<file path="config.mk">
export PLATFORM = sky130hd
export DESIGN_NAME = pickup_delivery_path_feasibility_top
export DESIGN_NICKNAME = d
export VERILOG_FILES = /design/src/design/pdpf_pkg.sv /design/src/design/pdpf_ram.sv /design/src/design/pdpf_ctrl.sv /design/src/design/pdpf_datapath.sv /design/src/design/pickup_delivery_path_feasibility_top.sv
export SDC_FILE = /design/constraint.sdc
export NUM_CORES = 2
export LEC_CHECK = 0
export ABC_AREA = 1
export BUFFER_PORTS_ARGS = -buffer_cell sky130_fd_sc_hd__buf_2
export CAP_MARGIN = 20
export CORE_UTILIZATION = 35
export DETAILED_ROUTE_END_ITERATION = 8
export PLACE_DENSITY = 0.54
export SKIP_LAST_GASP = 1
export SLEW_MARGIN = 20
export SYNTH_ARGS = -nofsm -noshare
export SYNTH_HDL_FRONTEND = slang
export SYNTH_SLANG_ARGS = --single-unit
export TNS_END_PERCENT = 5
</file>
<file path="constraint.sdc">
create_clock -name clk -period 3.65 [get_ports clk]
set_input_delay 1.095 -clock clk [delete_from_list [all_inputs] [get_ports clk]]
set_output_delay 1.095 -clock clk [all_outputs]
set_load 0.02 [all_outputs]
</file>
<file path="src/design/pdpf_pkg.sv">
`timescale 1ns / 1ps
`default_nettype none

package pdpf_pkg;

    // Fixed field widths of the item and result channels.
    localparam int NODE_W      = 6;
    localparam int IN_VALUE_W  = 16;
    localparam int CAP_W       = 16;
    localparam int NREQ_W      = 5;
    localparam int TABLE_DEPTH = 64;

    localparam int S_TDATA_W = 40;
    localparam int M_TDATA_W = 8;

    localparam int CFG_ADDR_W = 1;
    localparam int CFG_DATA_W = 16;

    // Defaults for the top level parameters.
    localparam int DEF_MAX_PATH    = 7;
    localparam int DEF_VALUE_WIDTH = 16;

    localparam logic [NREQ_W-1:0] NUM_REQUESTS_RESET     = 5'd31;
    localparam logic [CAP_W-1:0]  VEHICLE_CAPACITY_RESET = 16'hFFFF;

    // Item kinds carried in tuser.
    localparam logic OP_TABLE = 1'b0;
    localparam logic OP_PATH  = 1'b1;

    // Configuration register indexes.
    localparam logic [CFG_ADDR_W-1:0] CFG_NUM_REQUESTS     = 1'd0;
    localparam logic [CFG_ADDR_W-1:0] CFG_VEHICLE_CAPACITY = 1'd1;

    typedef enum logic [1:0] {
        ST_FEASIBLE   = 2'd0,
        ST_INFEASIBLE = 2'd1,
        ST_BAD_LENGTH = 2'd2
    } status_t;

    // Commands from the controller to the datapath.
    typedef struct packed {
        logic    accept_en;
        logic    walk_clr;
        logic    i_inc;
        logic    i_clr;
        logic    sel_sim;
        logic    pre_add;
        logic    sim_add;
        logic    res_load;
        status_t res_code;
    } dp_cmd_t;

    // Status from the datapath to the controller.
    typedef struct packed {
        logic last_done;
        logic bad_len;
        logic i_done;
        logic deliv;
        logic after_hit;
        logic before_hit;
        logic over;
        logic out_busy;
    } dp_status_t;

endpackage

`default_nettype wire

</file>
<file path="src/design/pdpf_ram.sv">
`timescale 1ns / 1ps
`default_nettype none

module pdpf_ram #(
    parameter int WIDTH = 32,
    parameter int DEPTH = 64
) (
    input  wire logic                     clk,
    input  wire logic                     we,
    input  wire logic [$clog2(DEPTH)-1:0] waddr,
    input  wire logic [WIDTH-1:0]         wdata,
    input  wire logic [$clog2(DEPTH)-1:0] raddr,
    output logic      [WIDTH-1:0]         rdata
);

    logic [WIDTH-1:0] mem [DEPTH];

    always_ff @(posedge clk)
    begin
        if (we)
        begin
            mem[waddr] <= wdata;
        end
        rdata <= mem[raddr];
    end

endmodule

`default_nettype wire

</file>
<file path="src/design/pdpf_ctrl.sv">
`timescale 1ns / 1ps
`default_nettype none

module pdpf_ctrl (
    input  wire logic                clk,
    input  wire logic                rst_n,
    input  wire pdpf_pkg::dp_status_t sts,
    output pdpf_pkg::dp_cmd_t        cmd
);

    typedef enum logic [7:0] {
        S_IDLE     = 8'b0000_0001,
        S_START    = 8'b0000_0010,
        S_PRE_REQ  = 8'b0000_0100,
        S_PRE_ADD  = 8'b0000_1000,
        S_SIM_REQ  = 8'b0001_0000,
        S_SIM_CHK1 = 8'b0010_0000,
        S_SIM_CHK2 = 8'b0100_0000,
        S_RESULT   = 8'b1000_0000
    } state_t;

    state_t            state_reg, state_next;
    pdpf_pkg::status_t code_reg, code_next;

    always_ff @(posedge clk or negedge rst_n)
    begin
        if (!rst_n)
        begin
            state_reg <= S_IDLE;
            code_reg  <= pdpf_pkg::ST_FEASIBLE;
        end
        else
        begin
            state_reg <= state_next;
            code_reg  <= code_next;
        end
    end

    always_comb
    begin
        state_next   = state_reg;
        code_next    = code_reg;
        cmd          = '0;
        cmd.res_code = code_reg;
        case (state_reg)
            S_IDLE:
            begin
                cmd.accept_en = 1'b1;
                if (sts.last_done)
                begin
                    state_next = S_START;
                end
            end
            S_START:
            begin
                if (sts.bad_len)
                begin
                    code_next  = pdpf_pkg::ST_BAD_LENGTH;
                    state_next = S_RESULT;
                end
                else
                begin
                    cmd.walk_clr = 1'b1;
                    state_next   = S_PRE_REQ;
                end
            end
            // Pickup pass: precedence check and start load.
            S_PRE_REQ:
            begin
                if (sts.i_done)
                begin
                    cmd.i_clr  = 1'b1;
                    state_next = S_SIM_REQ;
                end
                else if (sts.deliv && sts.after_hit)
                begin
                    code_next  = pdpf_pkg::ST_INFEASIBLE;
                    state_next = S_RESULT;
                end
                else if (sts.deliv && !sts.before_hit)
                begin
                    state_next = S_PRE_ADD;
                end
                else
                begin
                    cmd.i_inc = 1'b1;
                end
            end
            S_PRE_ADD:
            begin
                cmd.pre_add = 1'b1;
                cmd.i_inc   = 1'b1;
                state_next  = S_PRE_REQ;
            end
            // Load simulation along the path.
            S_SIM_REQ:
            begin
                cmd.sel_sim = 1'b1;
                if (sts.i_done)
                begin
                    code_next  = pdpf_pkg::ST_FEASIBLE;
                    state_next = S_RESULT;
                end
                else
                begin
                    state_next = S_SIM_CHK1;
                end
            end
            S_SIM_CHK1:
            begin
                cmd.sel_sim = 1'b1;
                if (sts.over)
                begin
                    code_next  = pdpf_pkg::ST_INFEASIBLE;
                    state_next = S_RESULT;
                end
                else
                begin
                    cmd.sim_add = 1'b1;
                    state_next  = S_SIM_CHK2;
                end
            end
            S_SIM_CHK2:
            begin
                cmd.sel_sim = 1'b1;
                if (sts.over)
                begin
                    code_next  = pdpf_pkg::ST_INFEASIBLE;
                    state_next = S_RESULT;
                end
                else
                begin
                    cmd.i_inc  = 1'b1;
                    state_next = S_SIM_REQ;
                end
            end
            S_RESULT:
            begin
                if (!sts.out_busy)
                begin
                    cmd.res_load = 1'b1;
                    state_next   = S_IDLE;
                end
            end
            default:
            begin
                state_next = S_IDLE;
            end
        endcase
    end

endmodule

`default_nettype wire

</file>
<file path="src/design/pdpf_datapath.sv">
`timescale 1ns / 1ps
`default_nettype none

module pdpf_datapath #(
    parameter int MAX_PATH    = pdpf_pkg::DEF_MAX_PATH,
    parameter int VALUE_WIDTH = pdpf_pkg::DEF_VALUE_WIDTH
) (
    input  wire logic                             clk,
    input  wire logic                             rst_n,
    input  wire logic                             cfg_we,
    input  wire logic [pdpf_pkg::CFG_ADDR_W-1:0]  cfg_addr,
    input  wire logic [pdpf_pkg::CFG_DATA_W-1:0]  cfg_wdata,
    input  wire logic                             s_axis_tvalid,
    input  wire logic [pdpf_pkg::S_TDATA_W-1:0]   s_axis_tdata,
    input  wire logic                             s_axis_tlast,
    input  wire logic                             s_axis_tuser,
    output logic                                  m_axis_tvalid,
    input  wire logic                             m_axis_tready,
    output logic      [pdpf_pkg::M_TDATA_W-1:0]   m_axis_tdata,
    input  wire pdpf_pkg::dp_cmd_t                cmd,
    output pdpf_pkg::dp_status_t                  sts
);

    localparam int CNT_W   = $clog2(MAX_PATH + 1);
    localparam int IDX_W   = $clog2(MAX_PATH);
    localparam int NODE_W  = pdpf_pkg::NODE_W;
    localparam int ADDR_W  = $clog2(pdpf_pkg::TABLE_DEPTH);
    localparam int WIDE_W  = (VALUE_WIDTH > pdpf_pkg::CAP_W) ? VALUE_WIDTH : pdpf_pkg::CAP_W;
    localparam int LOAD_W  = WIDE_W + $clog2(2 * MAX_PATH) + 2;
    localparam int ENTRY_W = 2 * VALUE_WIDTH;

    // Configuration registers.
    logic [pdpf_pkg::NREQ_W-1:0] nreq_reg;
    logic [pdpf_pkg::CAP_W-1:0]  cap_reg;

    always_ff @(posedge clk or negedge rst_n)
    begin
        if (!rst_n)
        begin
            nreq_reg <= pdpf_pkg::NUM_REQUESTS_RESET;
            cap_reg  <= pdpf_pkg::VEHICLE_CAPACITY_RESET;
        end
        else if (cfg_we)
        begin
            case (cfg_addr)
                pdpf_pkg::CFG_NUM_REQUESTS:
                begin
                    nreq_reg <= cfg_wdata[pdpf_pkg::NREQ_W-1:0];
                end
                pdpf_pkg::CFG_VEHICLE_CAPACITY:
                begin
                    cap_reg <= cfg_wdata[pdpf_pkg::CAP_W-1:0];
                end
                default:
                begin
                    nreq_reg <= nreq_reg;
                end
            endcase
        end
    end

    // Input item fields.
    logic [NODE_W-1:0]               in_node;
    logic [pdpf_pkg::IN_VALUE_W-1:0] in_demand;
    logic [pdpf_pkg::IN_VALUE_W-1:0] in_draught;
    logic                            accept;
    logic [31:0]                     demand_ext;
    logic [31:0]                     draught_ext;

    assign in_node     = s_axis_tdata[5:0];
    assign in_demand   = s_axis_tdata[21:6];
    assign in_draught  = s_axis_tdata[37:22];
    assign accept      = s_axis_tvalid && cmd.accept_en;
    assign demand_ext  = {{16{in_demand[15]}}, in_demand};
    assign draught_ext = {16'd0, in_draught};

    // Node table: draught in the upper half, demand in the lower half.
    logic                 tbl_we;
    logic [ADDR_W-1:0]    tbl_raddr;
    logic [ENTRY_W-1:0]   tbl_wdata;
    logic [ENTRY_W-1:0]   tbl_rdata;

    assign tbl_we    = accept && (s_axis_tuser == pdpf_pkg::OP_TABLE);
    assign tbl_wdata = {draught_ext[VALUE_WIDTH-1:0], demand_ext[VALUE_WIDTH-1:0]};

    pdpf_ram #(
        .WIDTH (ENTRY_W),
        .DEPTH (pdpf_pkg::TABLE_DEPTH)
    ) u_table (
        .clk   (clk),
        .we    (tbl_we),
        .waddr (in_node),
        .wdata (tbl_wdata),
        .raddr (tbl_raddr),
        .rdata (tbl_rdata)
    );

    // Path store.
    logic [NODE_W-1:0] store_reg [MAX_PATH];
    logic [CNT_W-1:0]  count_reg;
    logic              ovf_reg;
    logic              path_acc;

    assign path_acc = accept && (s_axis_tuser == pdpf_pkg::OP_PATH);

    always_ff @(posedge clk)
    begin
        if (path_acc && (count_reg < CNT_W'(MAX_PATH)))
        begin
            store_reg[count_reg[IDX_W-1:0]] <= in_node;
        end
    end

    always_ff @(posedge clk or negedge rst_n)
    begin
        if (!rst_n)
        begin
            count_reg <= '0;
            ovf_reg   <= 1'b0;
        end
        else if (cmd.res_load)
        begin
            count_reg <= '0;
            ovf_reg   <= 1'b0;
        end
        else if (path_acc)
        begin
            if (count_reg < CNT_W'(MAX_PATH))
            begin
                count_reg <= count_reg + 1'b1;
            end
            else
            begin
                ovf_reg <= 1'b1;
            end
        end
    end

    // Walk position and load.
    logic [CNT_W-1:0]         i_reg;
    logic signed [LOAD_W-1:0] load_reg;
    logic signed [LOAD_W-1:0] rd_demand;
    logic signed [LOAD_W-1:0] rd_draught;
    logic signed [LOAD_W-1:0] cap_ext;

    assign rd_demand  = {{(LOAD_W-VALUE_WIDTH){tbl_rdata[VALUE_WIDTH-1]}},
                         tbl_rdata[VALUE_WIDTH-1:0]};
    assign rd_draught = {{(LOAD_W-VALUE_WIDTH){1'b0}}, tbl_rdata[ENTRY_W-1:VALUE_WIDTH]};
    assign cap_ext    = {{(LOAD_W-pdpf_pkg::CAP_W){1'b0}}, cap_reg};

    always_ff @(posedge clk or negedge rst_n)
    begin
        if (!rst_n)
        begin
            i_reg    <= '0;
            load_reg <= '0;
        end
        else
        begin
            if (cmd.walk_clr || cmd.i_clr)
            begin
                i_reg <= '0;
            end
            else if (cmd.i_inc)
            begin
                i_reg <= i_reg + 1'b1;
            end
            if (cmd.walk_clr)
            begin
                load_reg <= '0;
            end
            else if (cmd.pre_add || cmd.sim_add)
            begin
                load_reg <= load_reg + rd_demand;
            end
        end
    end

    // Node at the walk position and its pickup, if it is a delivery.
    logic [NODE_W-1:0] walk_node;
    logic [NODE_W-1:0] pick_node;
    logic [NODE_W:0]   n_ext;
    logic              deliv;
    logic              after_hit;
    logic              before_hit;

    assign walk_node = (i_reg < CNT_W'(MAX_PATH)) ? store_reg[i_reg[IDX_W-1:0]] : '0;
    assign n_ext     = {2'b00, nreq_reg};
    assign deliv     = ({1'b0, walk_node} >= n_ext + 1'b1) &&
                       ({1'b0, walk_node} <= {1'b0, nreq_reg, 1'b0});
    assign pick_node = walk_node - n_ext[NODE_W-1:0];
    assign tbl_raddr = cmd.sel_sim ? walk_node : pick_node;

    always_comb
    begin
        after_hit  = 1'b0;
        before_hit = 1'b0;
        for (int k = 0; k < MAX_PATH; k++)
        begin
            if ((CNT_W'(k) < count_reg) && (store_reg[k] == pick_node))
            begin
                if (CNT_W'(k) > i_reg)
                begin
                    after_hit = 1'b1;
                end
                if (CNT_W'(k) < i_reg)
                begin
                    before_hit = 1'b1;
                end
            end
        end
    end

    // Result register.
    logic                out_valid_reg;
    pdpf_pkg::status_t   out_code_reg;

    always_ff @(posedge clk or negedge rst_n)
    begin
        if (!rst_n)
        begin
            out_valid_reg <= 1'b0;
        end
        else if (cmd.res_load)
        begin
            out_valid_reg <= 1'b1;
        end
        else if (m_axis_tready)
        begin
            out_valid_reg <= 1'b0;
        end
    end

    always_ff @(posedge clk)
    begin
        if (cmd.res_load)
        begin
            out_code_reg <= cmd.res_code;
        end
    end

    assign m_axis_tvalid = out_valid_reg;
    assign m_axis_tdata  = {{(pdpf_pkg::M_TDATA_W-2){1'b0}}, out_code_reg};

    assign sts.last_done  = path_acc && s_axis_tlast;
    assign sts.bad_len    = ovf_reg || (count_reg == CNT_W'(2));
    assign sts.i_done     = (i_reg == count_reg);
    assign sts.deliv      = deliv;
    assign sts.after_hit  = after_hit;
    assign sts.before_hit = before_hit;
    assign sts.over       = (load_reg > rd_draught) || (load_reg > cap_ext);
    assign sts.out_busy   = out_valid_reg && !m_axis_tready;

endmodule

`default_nettype wire

</file>
<file path="src/design/pickup_delivery_path_feasibility_top.sv">
// Pickup-delivery path feasibility checker. Items with tuser low write the demand and
// draught of one node into a 64-entry table; items with tuser high append a path node,
// and both kinds are taken back to back. The path node with tlast set starts the check,
// which returns one status item: 0 feasible, 1 infeasible, 2 for a path of two nodes
// or one longer than MAX_PATH. The check walks the stored path through the single
// read port of the node table: a first pass over the nodes for precedence and the
// starting load, then a load simulation along the path; a failing path ends the
// check early. No item is taken during the check; a pending result does not block
// items, but the result of the next check waits for it to be taken.
`timescale 1ns / 1ps
`default_nettype none

module pickup_delivery_path_feasibility_top #(
    parameter int MAX_PATH    = pdpf_pkg::DEF_MAX_PATH,
    parameter int VALUE_WIDTH = pdpf_pkg::DEF_VALUE_WIDTH
) (
    input  wire logic                             clk,
    input  wire logic                             rst_n,
    input  wire logic                             cfg_we,
    input  wire logic [pdpf_pkg::CFG_ADDR_W-1:0]  cfg_addr,
    input  wire logic [pdpf_pkg::CFG_DATA_W-1:0]  cfg_wdata,
    input  wire logic                             s_axis_tvalid,
    output logic                                  s_axis_tready,
    // node [5:0], entry_demand [21:6], entry_draught [37:22], zero fill [39:38]
    input  wire logic [pdpf_pkg::S_TDATA_W-1:0]   s_axis_tdata,
    input  wire logic                             s_axis_tlast,
    // op [0]
    input  wire logic                             s_axis_tuser,
    output logic                                  m_axis_tvalid,
    input  wire logic                             m_axis_tready,
    // status [1:0], zero fill [7:2]
    output logic      [pdpf_pkg::M_TDATA_W-1:0]   m_axis_tdata
);

    pdpf_pkg::dp_cmd_t    cmd;
    pdpf_pkg::dp_status_t sts;

    assign s_axis_tready = cmd.accept_en;

    pdpf_ctrl u_ctrl (
        .clk   (clk),
        .rst_n (rst_n),
        .sts   (sts),
        .cmd   (cmd)
    );

    pdpf_datapath #(
        .MAX_PATH    (MAX_PATH),
        .VALUE_WIDTH (VALUE_WIDTH)
    ) u_dp (
        .clk           (clk),
        .rst_n         (rst_n),
        .cfg_we        (cfg_we),
        .cfg_addr      (cfg_addr),
        .cfg_wdata     (cfg_wdata),
        .s_axis_tvalid (s_axis_tvalid),
        .s_axis_tdata  (s_axis_tdata),
        .s_axis_tlast  (s_axis_tlast),
        .s_axis_tuser  (s_axis_tuser),
        .m_axis_tvalid (m_axis_tvalid),
        .m_axis_tready (m_axis_tready),
        .m_axis_tdata  (m_axis_tdata),
        .cmd           (cmd),
        .sts           (sts)
    );

endmodule

`default_nettype wire

</file>
# Yosys cells after proc, flatten, opt, wreduce, memory -nomap -nowiden
# Memories as Yosys holds them, arrays and structs flattened. A register that Yosys moved wholly into a read port is not among the register bits.
# Cells that the tools add are included.
word_totals:
  mem_count: 2
  inputBits: 64
  wordCells: 185
  register_bits: 63
  ramBits: 2090
  out_inout_bits: 10
memory_table:
  columns: ["name", "depth", "word_bits", "read_ports", "rd_clocked_by_memory_dff", "wr", "line_no", "source"]
  rows:
  - ["u_dp.u_table.mem", 64, 32, 1, 1, 1, "pdpf_ram.sv:16", "logic [WIDTH-1:0] mem [DEPTH];"]
  - ["u_dp.store_reg", 7, 6, 8, 0, 1, "pdpf_datapath.sv:99", "logic [NODE_W-1:0] store_reg [MAX_PATH];"]
op_classes:
  n_lt_le_gt_ge: 27
  n_reduce_logical: 36
  n_addsub: 5
  eq_ne: 26
  n_mux: 77
  bitwise: 2
op_table:
  columns: ["operator", "n"]
  rows:
  - ["8-bit 2-to-1 mux", 9]
  - ["8-bit case mux with 8 select lines", 1]
  - ["1-bit 2-to-1 mux", 51]
  - ["22-bit by 17-bit greater-than comparator with 1-bit output", 2]
  - ["22-bit 2-to-1 mux", 2]
  - ["6-bit equality test", 7]
  - ["22-bit by 16-bit adder with 22-bit output", 1]
  - ["3-bit less-than comparator, first input constant", 6]
  - ["1-bit logical AND", 16]
  - ["3-bit 2-to-1 mux", 5]
  - ["1-bit by 3-bit less-than comparator with 1-bit output, first input constant", 4]
  - ["2-bit by 3-bit less-than comparator with 1-bit output, first input constant", 4]
  - ["6-bit 2-to-1 mux", 2]
  - ["2-bit != test, second input constant", 6]
  - ["2-bit 2-to-1 mux", 5]
  - ["2-bit nonzero test", 5]
  - ["3-bit greater-than comparator, first input constant", 3]
  - ["8-bit by 1-bit equality test with 1-bit output, second input constant", 1]
  - ["8-bit by 2-bit equality test with 1-bit output, second input constant", 1]
  - ["8-bit by 3-bit equality test with 1-bit output, second input constant", 1]
  - ["8-bit by 4-bit equality test with 1-bit output, second input constant", 1]
  - ["8-bit by 5-bit equality test with 1-bit output, second input constant", 1]
  - ["8-bit by 6-bit equality test with 1-bit output, second input constant", 1]
  - ["8-bit by 7-bit equality test with 1-bit output, second input constant", 1]
  - ["24 further kinds", 37]

# Logic depth before layout (Yosys ltp)
logic_depth:
  depth_word: 26
  depth_mapped: 29

# Hierarchy
# A second synthesis with hierarchy kept.
hier_totals:
  hier_cells: 7834
  area_unflattened_um2: 90854.6
by_module_without_submodules:
  columns: ["module", "instances", "cells_each", "seq_area_each_um2", "area_each_um2"]
  rows:
  - ["pdpf_ram", 1, 6769, 62139.6, 82738.1]
  - ["pdpf_datapath", 1, 954, 2653.8, 7363.3]
  - ["pdpf_ctrl", 1, 111, 251.5, 753.2]

# Least setup slack after synthesis
# No wires, ideal clock.
synth_path:
  kind: "register to register"
  start: "register u_ctrl.state_reg[5]"
  end: "memory u_dp.u_table.mem[0][0] (enable)"
  slack_ns: -0.529
  arrival_ns: 3.758
  setup_ns: 0.421
  path_stages_with_launch: 9
  synth_period_minus_slack_ns: 4.179
  path_cell_list: "dfrtp_1 -> or2_1 -> nor2_1 -> inv_1 -> nor4_1 -> nand3b_1 -> nor2_1 -> nand3_1 -> nor2_1"
synth_via:
  elab_chain_cells: 6
synth_rtl:
  columns: ["element", "line_no", "source"]
  rows:
  - ["start, declared", "pdpf_ctrl.sv:22", "state_t state_reg, state_next;"]
  - ["start signal, assigned", "pdpf_ctrl.sv:34", "state_reg <= state_next;"]
  - ["8-bit by 1-bit equality test with 1-bit output", "pdpf_ctrl.sv:45", "case (state_reg)"]
  - ["1-bit 2-to-1 mux", "pdpf_ctrl.sv:45", null]
  - ["via s_axis_tready", "pickup_delivery_path_feasibility_top.sv:23", "output logic s_axis_tready,"]
  - ["1-bit logical AND", "pdpf_datapath.sv:73", "assign accept = s_axis_tvalid && cmd.accept_en;"]
  - ["1-bit logical AND", "pdpf_datapath.sv:83", "assign tbl_we = accept && (s_axis_tuser == pdpf_pkg::OP_TABLE);"]
  - ["1-bit 2-to-1 mux", "pdpf_ram.sv:20", "if (we)"]
  - ["1-bit 2-to-1 mux (not written as such)", "pdpf_ram.sv:22", "mem[waddr] <= wdata;"]
  - ["end, declared", "pdpf_ram.sv:16", null]
# The timed path passes the listed nets, and every way through them passes these cells.

# Worst setup path after layout
layout_path:
  start: "register u_dp.i_reg[2]"
  end: "register u_dp.u_table.rdata[5] (read register of u_dp.u_table.mem)"
layout_via:
  elab_chain_cells: 4
  elab_cells_between_ends: 5
layout_rtl:
  columns: ["element", "line_no", "source"]
  rows:
  - ["start, declared", "pdpf_datapath.sv:140", "logic [CNT_W-1:0] i_reg;"]
  - ["start signal, assigned", "pdpf_datapath.sv:166", "i_reg <= i_reg + 1'b1;"]
  - ["memory read 7 x 6 bit / 3-bit less-than comparator (equally long branches)", null, null]
  - ["6-bit 2-to-1 mux (*)", "pdpf_datapath.sv:187", "assign walk_node = (i_reg < CNT_W'(MAX_PATH)) ? store_reg[i_reg[IDX_W-1:0]] : '0;"]
  - ["6-bit by 5-bit subtractor with 6-bit output", "pdpf_datapath.sv:191", "assign pick_node = walk_node - n_ext[NODE_W-1:0];"]
  - ["6-bit 2-to-1 mux (*)", "pdpf_datapath.sv:192", "assign tbl_raddr = cmd.sel_sim ? walk_node : pick_node;"]
  - ["end, declared", "pdpf_ram.sv:13", "output logic [WIDTH-1:0] rdata"]
# Mark *: on every way between the ends. The rest lies on a longest branch, timed or not.
# A chain may end at the register's enable or synchronous reset.

==> flow_summary.json <==
{
  "status": "finished with violations",
  "violations": "DRC, setup timing",
  "path_cells": "buf_6 -> nor2_4 -> inv_2 -> o31ai_2 -> o21a_2 -> inv_2 -> ha_2 -> inv_2 -> ha_4 -> nand2_2 -> o21ai_4 -> inv_4 -> bufbuf_16 -> o211ai_1 -> nand3_1 -> nand2_1 -> o211ai_1 -> nand3_2 -> o21ai_1",
  "grt-busiest-layer": "met2",
  "post-route-drc-count": 75,
  "cts-htree-levels": 4,
  "critPathSlowestCell": "o211ai_1",
  "dieArea_sq_mm": 0.269,
  "cts_num_sinks": 2188,
  "drv_slew": 0,
  "path_class": "flop to flop",
  "cts_made_buffers": 225,
  "fillers": 24353,
  "rsz0062_at_grt": "yes",
  "grt_pass1_wl_microns": 398000,
  "rows": 189,
  "syn_avg_cell_area_sq_um": 12.2,
  "fin_ws_ps": -240,
  "hold_class": "primary input to async pin",
  "clockBufferDepth": 3,
  "gr-usage-met1": 0.281,
  "use_met2": 0.328,
  "fmax_ghz": 0.257,
  "ys_ff_latch": 2188,
  "leakagePower_nw": 42.7,
  "io_pins": 74,
  "fin_nets": 8459,
  "hold_viol": 0,
  "end_kind": "flop",
  "cts_tree": "built",
  "crit_path_start_kind": "flop",
  "final_util": 0.426,
  "die_w_microns": 519,
  "via_per_inst": 5.10,
  "syn_to_final_growth_pct": 20.9,
  "ir_worst_vdd_mv": 0.462,
  "powerDensity_mw_per_mm2": 731,
  "multiInputGateArea_sq_mm": 0.0222,
  "port_buffers": 65,
  "fin_worst_skew_ps": 54.1,
  "setup_violations": 33,
  "antenna_left": 0,
  "synthFlopType": "edfxtp_1",
  "firstDrtPassIters": 8,
  "clockRootBuffer": "clkbuf_16",
  "cts_hold_buf": 0,
  "antenna_found_initial": 22,
  "synth_seq_area_share": 0.697,
  "arrival_ps": 4710,
  "dr_total_vias": 61482,
  "clkLatencyLatePin_ps": 900,
  "power_mw": 82.6,
  "dp_hpwl_microns": 161000,
  "synth_edf_count": 2095,
  "die_h_microns": 519,
  "overflow": 0,
  "largest_reg_flops": 2048,
  "seq_area_sq_mm": 0.0651,
  "crit_fanout": 12,
  "synth-warning-count": 0,
  "worst_pin_slew_ps": 1090,
  "async_reset_ff_frac": 0.0279,
  "grt_pass1_vias": 58438,
  "grt_max_degree": 69,
  "netlist_area_sq_mm": 0.0935,
  "period_needed_ps": 3890,
  "coreArea_sq_mm": 0.265,
  "maxCapViolCount": 0,
  "cp_slowest_stage_delay_ps": 590,
  "routedWlPerCell_microns": 23.1,
  "use_met3": 0.0266,
  "wl_microns": 278000,
  "timing.critical_path.mode_cell": "inv_2",
  "finalWeightedCongestion": 0.841,
  "required_ps": 4470,
  "drt_iter0_drc": 6206,
  "cts.clk_slew.worst_paths_ps": 60,
  "synthDistinctLibCells": 64,
  "tns_ps": -3190,
  "hold_slack_ps": 333,
  "maxSlewHeadroom": 0.272,
  "synthCells": 7691,
  "initial_core_util": 0.352,
  "drive_gt1_frac": 0.160,
  "gr-usage-all-layers": 0.202,
  "finalCritPeriodShare": 1.07
}
-- through the flow --
stage                     instance area [sq um]  std cells  worst slack, ps
final                                    113000      12051             -240
after global routing                     113000      12045             -353
after CTS                                112000      12002             -187
after detailed placement                 103000      11534             -706
after global placement                   103000      11534             -701
after floorplan                           93600       7699             -466
-- critical path: cells and delay by family (launching register included) --
| family | cells | cell delay [ps] |
|---|---|---|
| AO/OA/AOI/OAI | 6 | 1460 |
| adder cells (fa/ha/maj) | 2 | 390 |
| buffers and inverters | 6 | 820 |
| flip-flops | 1 | 440 |
| AND/OR/NAND/NOR | 5 | 660 |
-- cell families after synthesis --
logic type | synth area share
muxes | 0.000120
adders and majority gates | 0.0101
DFF | 0.697
AOI/OAI and AO/OA | 0.122
and+or+nand+nor | 0.0943
buffers and inverters | 0.0742
xor gates and xnor gates | 0.00272
other | 0.0000401
-- report_power, final --
part,internal (mW),switching [mW],total [mW]
Sequential,27.9,0.323,28.3
Combinational,12.8,19.1,31.9
Clock,12.7,9.75,22.5
-- metal layers --
metal	part of all wire	wire (microns)
met2	0.47	130000
met5	0.00024	67
met3	0.061	17000
met4	0.028	7700
met1	0.45	124000
-- final cells by class --
type | count | area share
Sequential cell | 2188 | 0.576
Multi-Input combinational cell | 3875 | 0.197
Timing Repair Buffer | 854 | 0.0854
Tap cell | 3533 | 0.0391
Inverter | 1175 | 0.0392
Antenna cell | 7 | 0.000155
Timing Repair inverter | 1 | 0.0000554
Clock inverter | 134 | 0.0104
Clock buffer | 284 | 0.0526
-- worst paths after layout --
path                                                   endpoint  depth (start not counted)                      startpoint  slack, ps
worst max-delay path              u_dp.u_table.rdata[5]$_DFF_P_                         19       u_dp.i_reg[2]$_DFFE_PN0P_       -240
worst min-delay path            u_ctrl.state_reg[5]$_DFFE_PN0P_                          1                           rst_n        330
worst max register to register    u_dp.u_table.rdata[5]$_DFF_P_                         19       u_dp.i_reg[2]$_DFFE_PN0P_       -240
worst min register to register   u_dp.out_code_reg[0]$_DFFE_PP_                          0  u_ctrl.code_reg[0]$_DFFE_PN0P_        450
max in group asynchronous          u_dp.cap_reg[10]$_DFFE_PN1P_                          2                           rst_n       2390
min in group clk                    u_dp.cap_reg[7]$_DFFE_PN1P_                          3                    cfg_wdata[7]        430
-- timing repair --
action	4_1_cts	5_1_grt
pin swaps	26	26
resized for setup	96	80
setup buffers	30	29
gates cloned	23	15
setup endpoints to repair	42	117
-- Yosys cell counts, types with 39 or more instances --
library cell | instances | share of area
ha_1 | 74 | 0.0099
dfrtp_1 | 39 | 0.010
a31oi_1 | 72 | 0.0048
buf_2 | 228 | 0.012
buf_4 | 103 | 0.0083
inv_1 | 1163 | 0.047
a21oi_1 | 62 | 0.0033
nor2_1 | 183 | 0.0073
o211ai_1 | 1189 | 0.095
and3_1 | 72 | 0.0048
nand2_1 | 1526 | 0.061
nand3_1 | 264 | 0.014
clkbuf_1 | 95 | 0.0038
edfxtp_1 | 2095 | 0.67
o21ai_1 | 106 | 0.0057
o21ai_0 | 161 | 0.0086
-- placed cells by master, fill, tap and decap left out, types with 9 or more instances in the layout --
cell type	n
a21oi_1	61
a31oi_1	72
and3_1	72
buf_12	155
buf_16	31
buf_2	65
buf_4	527
buf_6	37
buf_8	9
bufbuf_16	15
bufinv_16	18
clkbuf_1	53
clkbuf_16	243
clkinv_1	56
clkinv_2	42
clkinvlp_4	9
conb_1	9
dfrtp_1	36
dfstp_2	22
dfxtp_1	32
edfxtp_1	2095
ha_1	69
inv_1	1157
inv_2	10
nand2_1	1521
nand2_2	13
nand3_1	250
nand3_2	16
nand3b_1	10
nand4_1	16
nor2_1	112
nor2_2	10
nor2_4	67
nor3_1	13
o211ai_1	1189
o21ai_0	149
o21ai_1	104
o21ai_2	12
xor2_1	22
No activity file was read; power rests on OpenSTA's default activity.
